<file path="src/rtl/psr_pkg.sv">
`timescale 1ns / 1ps

package psr_pkg;

   // Field widths fixed by the item format
   localparam int MODE_W  = 2;
   localparam int SIG_W   = 8;
   localparam int PRIO_W  = 6;
   localparam int STAT_W  = 2;
   localparam int LIMIT_W = 9;

   // Default sizing
   localparam int DEF_MAX_ACTIVE        = 32;
   localparam int DEF_MAX_SIGNALS       = 256;
   localparam int DEF_FIRST_USER_SIGNAL = 4;

   // Command queue depth between front and back
   localparam int Q_DEPTH = 2;

   // Register reset value
   localparam logic [LIMIT_W-1:0] MAX_SIGNAL_RESET = 9'd256;

   // Request modes
   localparam logic [MODE_W-1:0] MODE_PUBLISH   = 2'd0;
   localparam logic [MODE_W-1:0] MODE_SUBSCRIBE = 2'd1;
   localparam logic [MODE_W-1:0] MODE_UNSUB     = 2'd2;
   localparam logic [MODE_W-1:0] MODE_UNSUB_ALL = 2'd3;

   // Response status codes
   localparam logic [STAT_W-1:0] ST_OK      = 2'd0;
   localparam logic [STAT_W-1:0] ST_NONE    = 2'd1;
   localparam logic [STAT_W-1:0] ST_BADSIG  = 2'd2;
   localparam logic [STAT_W-1:0] ST_BADPRIO = 2'd3;

   // Work the back end has to do for one item
   typedef enum logic [2:0] {
      OP_REPLY,
      OP_PUBLISH,
      OP_SET,
      OP_CLEAR,
      OP_CLEAR_ALL
   } op_type;

   typedef struct packed {
      op_type              op;
      logic [STAT_W-1:0]   status;
      logic [SIG_W-1:0]    signal;
      logic [PRIO_W-1:0]   prio;
   } cmd_type;

endpackage

</file>
<file path="src/rtl/psr_queue.sv">
`timescale 1ns / 1ps

module psr_queue
   import psr_pkg::*;
(
   input  logic    clock,
   input  logic    reset,
   input  logic    push,
   input  cmd_type push_data,
   input  logic    pop,
   output cmd_type head,
   output logic    full,
   output logic    empty
);

   localparam int PTR_W = (Q_DEPTH > 1) ? $clog2(Q_DEPTH) : 1;
   localparam int CNT_W = $clog2(Q_DEPTH + 1);
   localparam logic [CNT_W-1:0] DEPTH_CNT = CNT_W'(Q_DEPTH);
   localparam logic [PTR_W-1:0] LAST_PTR  = PTR_W'(Q_DEPTH - 1);

   cmd_type           slot_ff [Q_DEPTH];
   logic [PTR_W-1:0]  wr_ptr_ff, wr_ptr_in;
   logic [PTR_W-1:0]  rd_ptr_ff, rd_ptr_in;
   logic [CNT_W-1:0]  count_ff, count_in;

   assign full  = count_ff == DEPTH_CNT;
   assign empty = count_ff == '0;
   assign head  = slot_ff[rd_ptr_ff];

   // Pointer and fill count update
   always_comb begin
      wr_ptr_in = wr_ptr_ff;
      rd_ptr_in = rd_ptr_ff;
      count_in  = count_ff;
      if (push) begin
         wr_ptr_in = (wr_ptr_ff == LAST_PTR) ? '0 : wr_ptr_ff + 1'b1;
      end
      if (pop) begin
         rd_ptr_in = (rd_ptr_ff == LAST_PTR) ? '0 : rd_ptr_ff + 1'b1;
      end
      if (push && !pop) begin
         count_in = count_ff + 1'b1;
      end else if (pop && !push) begin
         count_in = count_ff - 1'b1;
      end
   end

   always_ff @(posedge clock) begin
      if (reset) begin
         wr_ptr_ff <= '0;
         rd_ptr_ff <= '0;
         count_ff  <= '0;
      end else begin
         wr_ptr_ff <= wr_ptr_in;
         rd_ptr_ff <= rd_ptr_in;
         count_ff  <= count_in;
      end
   end

   // Storage
   always_ff @(posedge clock) begin
      if (push) begin
         slot_ff[wr_ptr_ff] <= push_data;
      end
   end

endmodule

</file>
<file path="config.mk">
export PLATFORM = sky130hd
export DESIGN_NAME = psr_queue
export DESIGN_NICKNAME = d
export VERILOG_FILES = /design/src/rtl/psr_pkg.sv /design/src/rtl/psr_queue.sv
export SDC_FILE = /design/constraint.sdc
export NUM_CORES = 1
export LEC_CHECK = 0
export ABC_AREA = 1
export BUFFER_PORTS_ARGS = -buffer_cell sky130_fd_sc_hd__buf_2
export CAP_MARGIN = 20
export CORE_UTILIZATION = 55
export CTS_CLUSTER_SIZE = 8
export DETAILED_ROUTE_END_ITERATION = 8
export PLACE_DENSITY = 0.84
export REMOVE_ABC_BUFFERS = 1
export SLEW_MARGIN = 20
export SYNTH_ARGS = -nofsm -noshare
export SYNTH_HDL_FRONTEND = slang
export SYNTH_SLANG_ARGS = --single-unit
export TNS_END_PERCENT = 100
</file>
<file path="constraint.sdc">
create_clock -name clock -period 3.38 [get_ports clock]
set_input_delay 0.169 -clock clock [delete_from_list [all_inputs] [get_ports clock]]
set_output_delay 0.169 -clock clock [all_outputs]
set_load 0.02 [all_outputs]
</file>
==> Implementation_results.wiki <==
{| class="wikitable"
! Metric !! Value
|-
| Number of gates resized after cts || 0
|-
| First-pass iteration count of the detailed router || 9
|-
| Number of cells in the finished layout apart from fillers || 186
|-
| Initial antenna violation count || 0
|-
| Drt drc || 5
|-
| Status || complete, but fails checks
|-
| Cell Area, Synth || 1650 µm²
|-
| Post-CTS Repair Setup Buffers || 0
|-
| Chip width || 56.8 µm
|-
| Number of hold-slack violations in the final timing report || 0
|-
| Setup repair after global routing missed its margin || false
|-
| Via count of the first global-routing pass || 920
|-
| Largest net degree at the start of global routing || 21
|-
| Net count of the finished layout || approximately 180
|-
| Startpoint class of the critical path || flip-flop
|-
| Power density over the cells || 525 nW/µm²
|-
| CTS tree || yes
|-
| Max_cap viols || 0
|-
| Minimum clock period after layout || 2.11 ns
|-
| Violated checks || DRC
|-
| H-tree depth || 2
|-
| Data required time of the worst path || 3.21 ns
|-
| Crit-path max FO || 19
|-
| Worst hold margin || 0.0174 ns
|-
| Cts hold-fix bufs || 5
|-
| Maximum buffer depth of the clock tree || 2
|-
| Initial DRC count || 15
|-
| Global-route congestion overflow total || 0
|-
| Number of sinks on the clock net || 43
|-
| Total vias in the final route || approximately 950
|-
| N_diodes || 0
|-
| Final RePlAce weighted congestion || 0.624
|-
| Port Buffer Count || 43
|-
| Class of the most critical setup path || flip-flop to output pin
|-
| Avg WL per Cell || 14.9 µm
|-
| Worst hold path cell count || 1
|-
| Worst clock skew on the final layout || 0.00771 ns
|-
| Final setup vio count || 0
|-
| CTS buffer count || 5
|-
| Cell variety after synth || 16
|-
| Layout cell share with drive strength beyond 1 || 45.2%
|-
| Count of pins over their slew limit || 0
|-
| Core Region || 2810 µm²
|-
| Placed wire-length estimate after detailed placement || 1770 µm
|-
| Chip height || 56.8 µm
|-
| First-pass GRT wire length || about 4000 µm
|-
| Headroom to the max-slew limit || 31.9%
|-
| Site Rows || 19
|-
| Maximum frequency from static timing analysis || 473 MHz
|-
| Minimum setup slack after placement || 1.63 ns
|-
| Static leakage || 0.000866 µW
|-
| Global Route Usage Sum || 17.4%
|-
| Number of top-level pins || 44
|-
| Routed wire length || 2780 µm
|-
| CTS Root Buffer Type || sky130_fd_sc_hd__clkbuf_4
|-
| Type of element capturing the critical path || output pin
|-
| Cell depth of the worst flop-to-flop path || 1
|-
| Share of the clock period used by the worst path after layout || 62.5%
|-
| Data arrival time of the critical path || 1.95 ns
|-
| Worst VDD drop || approximately 370 µV
|-
| Total power || 1100 µW
|-
| Layout-stage area growth over the synthesis result || 26.8%
|-
| Yosys warns || 0
|-
| Via density per instance || 5.13
|-
| Cells after DPL || 164
|-
| Least-Margin Pin Slew || 1.02 ns
|-
| Post-Syn Area per Cell || 17.9 µm²
|-
| Count of mapped cells out of synthesis || 92
|-
| Die area || 3220 µm²
|-
| Final setup slack of the worst path || 1.27 ns
|-
| Min-delay worst type || input pin to flip-flop
|-
| Clock Latency Late Sink || 0.34 ns
|-
| Setup TNS || 0 ns
|-
| Effective utilization at floorplan || 58.8%
|-
| Antenna-violating nets left || 0
|-
| Clock Pin Slew Worst Setup and Hold Paths || 0.12 ns
|-
| Share of synthesized area occupied by flip-flops and latches || 75.2%
|-
| Post-synthesis sequential element count || 43
|}
cell families (layout without fill, tap and decap cells):
family                   after synthesis  in the layout  synth area share [%]
buffers and inverters                 11             74                  3.94
adder cells (fa/ha/maj)                1              1                 0.758
multiplexers                          19             19                  15.2
AND/OR/NAND/NOR                       15             15                  3.72
flip-flops                            43             43                  75.2
XOR/XNOR                               1              1                 0.531
AO/OA/AOI/OAI                          2              2                 0.606
Yosys cell counts, drive strengths merged:
cell type	n	area [µm²]
a21oi	1	5.00
buf	2	31.3
dfxtp	5	100
edfxtp	38	1140
ha	1	12.5
inv	9	33.8
mux2	19	251
nand2	5	18.8
nand3	1	5.00
nand4	1	6.26
nor2	7	26.3
nor3	1	5.00
o21ai	1	5.00
xnor2	1	8.76
per-stage QoR:
stage	instance area, µm²	util, %
after floorplan	1620	-
after global placement	1880	66.9
after detailed placement	1880	66.9
after CTS	2000	71.4
after global routing	2090	74.6
final	2090	74.6
where the power goes:
part / internal (µW) / total, µW / switching [µW]
logic: 77.0 / 160 / 82.5
registers: 611 / 632 / 20.1
clock network: 152 / 308 / 156
total: 841 / 1100 / 258
sequential cells by signal (all words and copies together), names as in the netlist, named ones only:
name / cells
count_ff: 2
slot_ff: 38
wr_ptr_ff: 1
rd_ptr_ff: 1
path summary, 6_finish.rpt:
kind | from | to | slack (ns)
worst min-delay path | push_data[4] | slot_ff[0][4] | 0.02
worst max register to register | wr_ptr_ff | slot_ff[0][11] | 1.91
worst min register to register | rd_ptr_ff | flip-flop | 0.54
worst max-delay path | flip-flop | head[3] | 1.27
layout by cell type (no fill, tap or decap), drive strengths merged:
cell type	netlist	routed
clkbuf	0	5
buf	2	43
clkinv	0	2
dfxtp	5	5
nor3	1	1
nand4	1	1
xnor2	1	1
mux2	19	19
nand3	1	1
ha	1	1
nor2	7	7
dlygate4sd3	0	14
edfxtp	38	38
o21ai	1	1
a21oi	1	1
bufinv	0	1
inv	9	9
nand2	5	5
worst max-delay path, stage by stage (launching register included):
cell and delay [ns]:
sky130_fd_sc_hd__dfxtp_1 1.02, sky130_fd_sc_hd__mux2_2 0.43, sky130_fd_sc_hd__buf_2 0.16
layout make-up:
type                            instances  area [µm²]
Clock inverter                          3        38.8
Sequential cell                        43        1240
Multi-Input combinational cell         38         347
Fill cell                             195         713
Timing Repair Buffer                   57         355
Tap cell                               31        38.8
Inverter                                9        33.8
Clock buffer                            5        37.5
per-layer routing:
metal / vias to the layer above / global-route usage (%) / share of wire (%)
li1: 454 / - / -
met1: 453 / 19.1 / 39
met2: 43 / 31.3 / 54
met3: 4 / 6.91 / 6.1
met4: 0 / 4.18 / 0.54
met5: - / 0 / 0
(Power assumes the default switching activity.)
