--- src/rtl/psr_pkg.sv ---
`timescale 1ns / 1ps

package psr_pkg;

   // Field widths fixed by the item format
   localparam int MODE_W  = 2;
   localparam int SIG_W   = 8;
   localparam int PRIO_W  = 6;
   localparam int STAT_W  = 2;
   localparam int LIMIT_W = 9;

   // Default sizing
   localparam int DEF_MAX_ACTIVE        = 32;
   localparam int DEF_MAX_SIGNALS       = 256;
   localparam int DEF_FIRST_USER_SIGNAL = 4;

   // Command queue depth between front and back
   localparam int Q_DEPTH = 2;

   // Register reset value
   localparam logic [LIMIT_W-1:0] MAX_SIGNAL_RESET = 9'd256;

   // Request modes
   localparam logic [MODE_W-1:0] MODE_PUBLISH   = 2'd0;
   localparam logic [MODE_W-1:0] MODE_SUBSCRIBE = 2'd1;
   localparam logic [MODE_W-1:0] MODE_UNSUB     = 2'd2;
   localparam logic [MODE_W-1:0] MODE_UNSUB_ALL = 2'd3;

   // Response status codes
   localparam logic [STAT_W-1:0] ST_OK      = 2'd0;
   localparam logic [STAT_W-1:0] ST_NONE    = 2'd1;
   localparam logic [STAT_W-1:0] ST_BADSIG  = 2'd2;
   localparam logic [STAT_W-1:0] ST_BADPRIO = 2'd3;

   // Work the back end has to do for one item
   typedef enum logic [2:0] {
      OP_REPLY,
      OP_PUBLISH,
      OP_SET,
      OP_CLEAR,
      OP_CLEAR_ALL
   } op_type;

   typedef struct packed {
      op_type              op;
      logic [STAT_W-1:0]   status;
      logic [SIG_W-1:0]    signal;
      logic [PRIO_W-1:0]   prio;
   } cmd_type;

endpackage

--- src/rtl/psr_front.sv ---
`timescale 1ns / 1ps

module psr_front
   import psr_pkg::*;
#(
   parameter int MAX_ACTIVE        = DEF_MAX_ACTIVE,
   parameter int FIRST_USER_SIGNAL = DEF_FIRST_USER_SIGNAL
) (
   input  logic [MODE_W-1:0]  mode,
   input  logic [SIG_W-1:0]   signal,
   input  logic [PRIO_W-1:0]  priority_req,
   input  logic [LIMIT_W-1:0] limit,
   output cmd_type            cmd
);

   localparam logic [PRIO_W:0] MAX_PRIO  = (PRIO_W + 1)'(MAX_ACTIVE);
   localparam logic [SIG_W-1:0] FIRST_SIG = SIG_W'(FIRST_USER_SIGNAL);

   logic sig_over;
   logic prio_bad;

   assign sig_over = {1'b0, signal} >= limit;
   assign prio_bad = (priority_req == '0) || ({1'b0, priority_req} > MAX_PRIO);

   // Classify the item; range checks become a plain reply
   always_comb begin
      cmd.signal = signal;
      cmd.prio   = priority_req;
      cmd.status = ST_OK;
      cmd.op     = OP_REPLY;
      case (mode)
         MODE_PUBLISH: begin
            if (sig_over) begin
               cmd.status = ST_BADSIG;
            end else begin
               cmd.op = OP_PUBLISH;
            end
         end
         MODE_UNSUB_ALL: begin
            if (prio_bad) begin
               cmd.status = ST_BADPRIO;
            end else begin
               cmd.op = OP_CLEAR_ALL;
            end
         end
         default: begin
            if (prio_bad) begin
               cmd.status = ST_BADPRIO;
            end else if (sig_over || (signal < FIRST_SIG)) begin
               cmd.status = ST_BADSIG;
            end else if (mode == MODE_SUBSCRIBE) begin
               cmd.op = OP_SET;
            end else begin
               cmd.op = OP_CLEAR;
            end
         end
      endcase
   end

endmodule

--- config.mk ---
export PLATFORM = sky130hd
export DESIGN_NAME = psr_front
export DESIGN_NICKNAME = d
export VERILOG_FILES = /design/src/rtl/psr_pkg.sv /design/src/rtl/psr_front.sv
export SDC_FILE = /design/constraint.sdc
export NUM_CORES = 1
export LEC_CHECK = 0
export BUFFER_PORTS_ARGS = -buffer_cell sky130_fd_sc_hd__buf_2
export CORE_AREA = 2 2 39 41
export DETAILED_ROUTE_END_ITERATION = 10
export DIE_AREA = 0 0 41 43
export GPL_TIMING_DRIVEN = 0
export PLACE_DENSITY_LB_ADDON = 0.08
export SLEW_MARGIN = 25
export SYNTH_ARGS = -nofsm -noshare
export SYNTH_HDL_FRONTEND = slang
export SYNTH_SLANG_ARGS = --single-unit
--- constraint.sdc ---
create_clock -name vclk -period 6
set_clock_uncertainty 0.2 [all_clocks]
set_input_delay 1.2 -clock vclk [all_inputs]
set_output_delay 1.2 -clock vclk [all_outputs]
set_load 0.1 [all_outputs]
==> summary.txt <==
TIMING
----------------------------------------------------------------------------------------
Setup violations, final                                                                0
RSZ-0062 raised after global routing                                               false
Post-layout minimum cycle time                                                  4.224 ns
Crit share post-route                                                             0.7040
Max-slew violation count                                                               0
Final Hold Fails                                                                       0
Max-slew headroom at the worst pin                                                0.6739
Slew at the pin with the worst max-slew slack                                  0.4925 ns
Sum Neg Setup Slack                                                                 0 ns
Max Clock Freq                                                                 236.7 MHz

POWER AND IR DROP
----------------------------------------------------------------------------------------
Clock network fraction of total power                                                  0
Total Power Consumption                                                        0.1056 mW
Max rail drop VDD                                                            0.0001288 V
Sequential share of power                                                              0
Power Internal                                                                0.02625 mW
Leakage                                                                        0.4437 nW
Combinational group share of total power                                           1.000
Net switching share of the total power                                            0.7514
Net switching component of the power                                          0.07936 mW
Cell Pwr Density                                                            154.0 mW/mm^2

HOLD PATH
----------------------------------------------------------------------------------------
Worst hold path depth                                                                  3
Hold path endpoint                                                                cmd[3]
Critical hold path startpoint                                               priority_req[3]
Class of the tightest hold or removal check                                       in2out

CLOCKING
----------------------------------------------------------------------------------------
Gates resized, CTS repair                                                              0
Post-CTS setup buffer count                                                            0
Number of hold buffers added after cts                                                 0

SYNTHESIS
----------------------------------------------------------------------------------------
Syn Inst Count                                                                        62
Most numerous cell in the Yosys netlist                                            buf_4
Unique cell type count in the Yosys netlist                                           19
Avg Synthesized Cell Area                                                    7.184 sq um
Top cells by instance count after synthesis                                 buf_4 (14), ha_1 (11), inv_1 (11)
Post-synth top area cell                                                            ha_1
Yosys warns                                                                            0
Portion of the post-synthesis area used by sequential elements                         0
Cell types occupying the most area after synthesis                          ha_1 (31%), buf_4 (24%), inv_1 (9.3%)
Post-synth top area share                                                         0.3090
Cell area after synthesis                                                    445.4 sq um
Post-synthesis net count                                                              98

GRT
----------------------------------------------------------------------------------------
Maximum number of pins on one net before global-route repair                           6
Met1 usage in global routing                                                      0.1424
Global route overflow                                                                  0
Met3 track demand over resource                                                        0
Wire length of the first global-routing pass                                    1.435 mm
Initial antenna violation count                                                        0
Number of global-route vias before repair                                            408
Met2 usage in global routing                                                      0.1969
Busiest layer in global routing                                                     met2
All-layer global routing usage                                                    0.1079

FLOORPLAN
----------------------------------------------------------------------------------------
Num rows                                                                              14
Area of the die                                                             0.001763 sq mm
Die height                                                                    43 microns
Initial core utilization                                                          0.3219
Core region area                                                            0.001384 sq mm
Die width                                                                     41 microns
Count of pins on the block boundary                                                   44

PLACEMENT
----------------------------------------------------------------------------------------
Weighted congestion reported at the end of routability-driven placement           0.6151
Number of port buffers                                                                44
Total half-perimeter wirelength after legalization and detailed placement   906.3 microns

WORST SETUP PATH
----------------------------------------------------------------------------------------
Crit start category                                                         primary input
Peak per-stage delay on the critical path                                        0.30 ns
Kind of end point of the critical path                                      primary output
Required @ worst endpoint                                                        4.60 ns
Critical path start-end classification                                            in2out
Cell type with the highest occurrence count on the critical path                   buf_2
Cell type of the slowest stage on the worst timing path                             ha_1
Cell-by-cell listing of the critical path                                   buf_2 -> ha_1 -> a211oi_1 -> o32ai_1 -> a21oi_1 -> nor2b_1 -> o31a_1 -> buf_2
Max Fanout on Critical Path                                                            3
Data arrival, critical path                                                      2.82 ns

FINISH
----------------------------------------------------------------------------------------
Diodes inserted                                                                        0
Number of nets in the finished design                                                144
Number of clock buffers in the layout                                                  0
P&R area growth vs syn                                                            53.93%
Number of sequential cells                                                             0
Footprint of the multi-input gates                                           299.0 sq um
Sequential cell area                                                             0 sq um
Filler cells                                                                         145
Fraction of final layout cells sized beyond drive strength 1                      0.5472

ROUTING
----------------------------------------------------------------------------------------
Final wirelength                                                             959 microns
Via density per instance                                                           4.221
Vias                                                                                 515
Drt initial violations                                                                 0
Wirelength per Cell                                                         7.861 microns
Total DRC errors in the routed layout                                                  0
Post-DRT Antenna Nets                                                                  0
Number of iterations in the first detailed-routing pass                                1

RUN
----------------------------------------------------------------------------------------
Maximum capacitance violations                                                         0

STATUS
----------------------------------------------------------------------------------------
Result of the run                                                           complete, no violations

worst max-delay path by stage:
stage | from | endpoint | slack [ns] | cells after the start
after floorplan | priority_req[1] | cmd[15] | 0.55 | 5
after global placement | signal[6] | cmd[15] | 1.77 | 8
after detailed placement | signal[6] | cmd[15] | 1.76 | 8
after CTS | signal[6] | cmd[15] | 1.77 | 8
after global routing | signal[6] | cmd[15] | 1.61 | 8
final | signal[6] | cmd[15] | 1.78 | 8
metal layers:
metal	vias to the layer above	routed length, microns
li1	283	-
met1	209	392
met5	-	0
met3	0	95
met2	23	471
met4	0	0
logic make-up after synthesis:
group / after synthesis / share of synthesized area
compound gates: 9 / 0.1376
xor+xnor: 1 / 0.01967
fa+ha+maj: 11 / 0.3090
buf+inv: 25 / 0.3287
simple gates: 16 / 0.2051
final cells by class:
cell class	count	area share
multi-input combinational	37	0.4361
timing repair buffer	44	0.3212
buffer	14	0.1533
inverter	11	0.06022
tap	16	0.02920
critical path: cells and delay by family:
kind            cells  cell delay, ns
simple gates        1            0.08
buf+inv             2            0.40
compound gates      4            0.83
fa+ha+maj           1            0.30
placed cells by master, fill, tap and decap left out, drive strengths merged:
| cell type | n |
|---|---|
| o32ai | 1 |
| inv | 11 |
| nand4b | 1 |
| nor2b | 3 |
| nor3 | 1 |
| o31a | 2 |
| o21ai | 1 |
| or4 | 1 |
| and3b | 2 |
| xnor2 | 1 |
| a21oi | 3 |
| a211oi | 1 |
| nand2 | 2 |
| or3 | 1 |
| o21a | 1 |
| nand3 | 1 |
| ha | 11 |
| nor2 | 4 |
| buf | 58 |
power groups by stage:
stage          Combinational, mW  Sequential (mW)  Clock (mW)
2_1_floorplan             0.0863                0           0
3_3_place_gp               0.105                0           0
3_5_place_dp               0.106                0           0
4_1_cts                    0.107                0           0
5_1_grt                    0.112                0           0
6_report                   0.106                0           0
through the flow:
step | worst slack (ns) | hold WS (ns) | cell area [sq um] | instances | utilization
global route | 1.614 | 2.705 | 685.7 | 122 | 0.4955
floorplan | 0.5457 | 2.412 | 445.4 | 62 | -
CTS | 1.766 | 2.698 | 685.7 | 122 | 0.4955
finish | 1.776 | 2.696 | 685.7 | 122 | 0.4955
detailed placement | 1.765 | 2.697 | 685.7 | 122 | 0.4955
global placement | 1.773 | 2.696 | 685.7 | 122 | 0.4955
No activity file was read; power rests on OpenSTA's default activity.
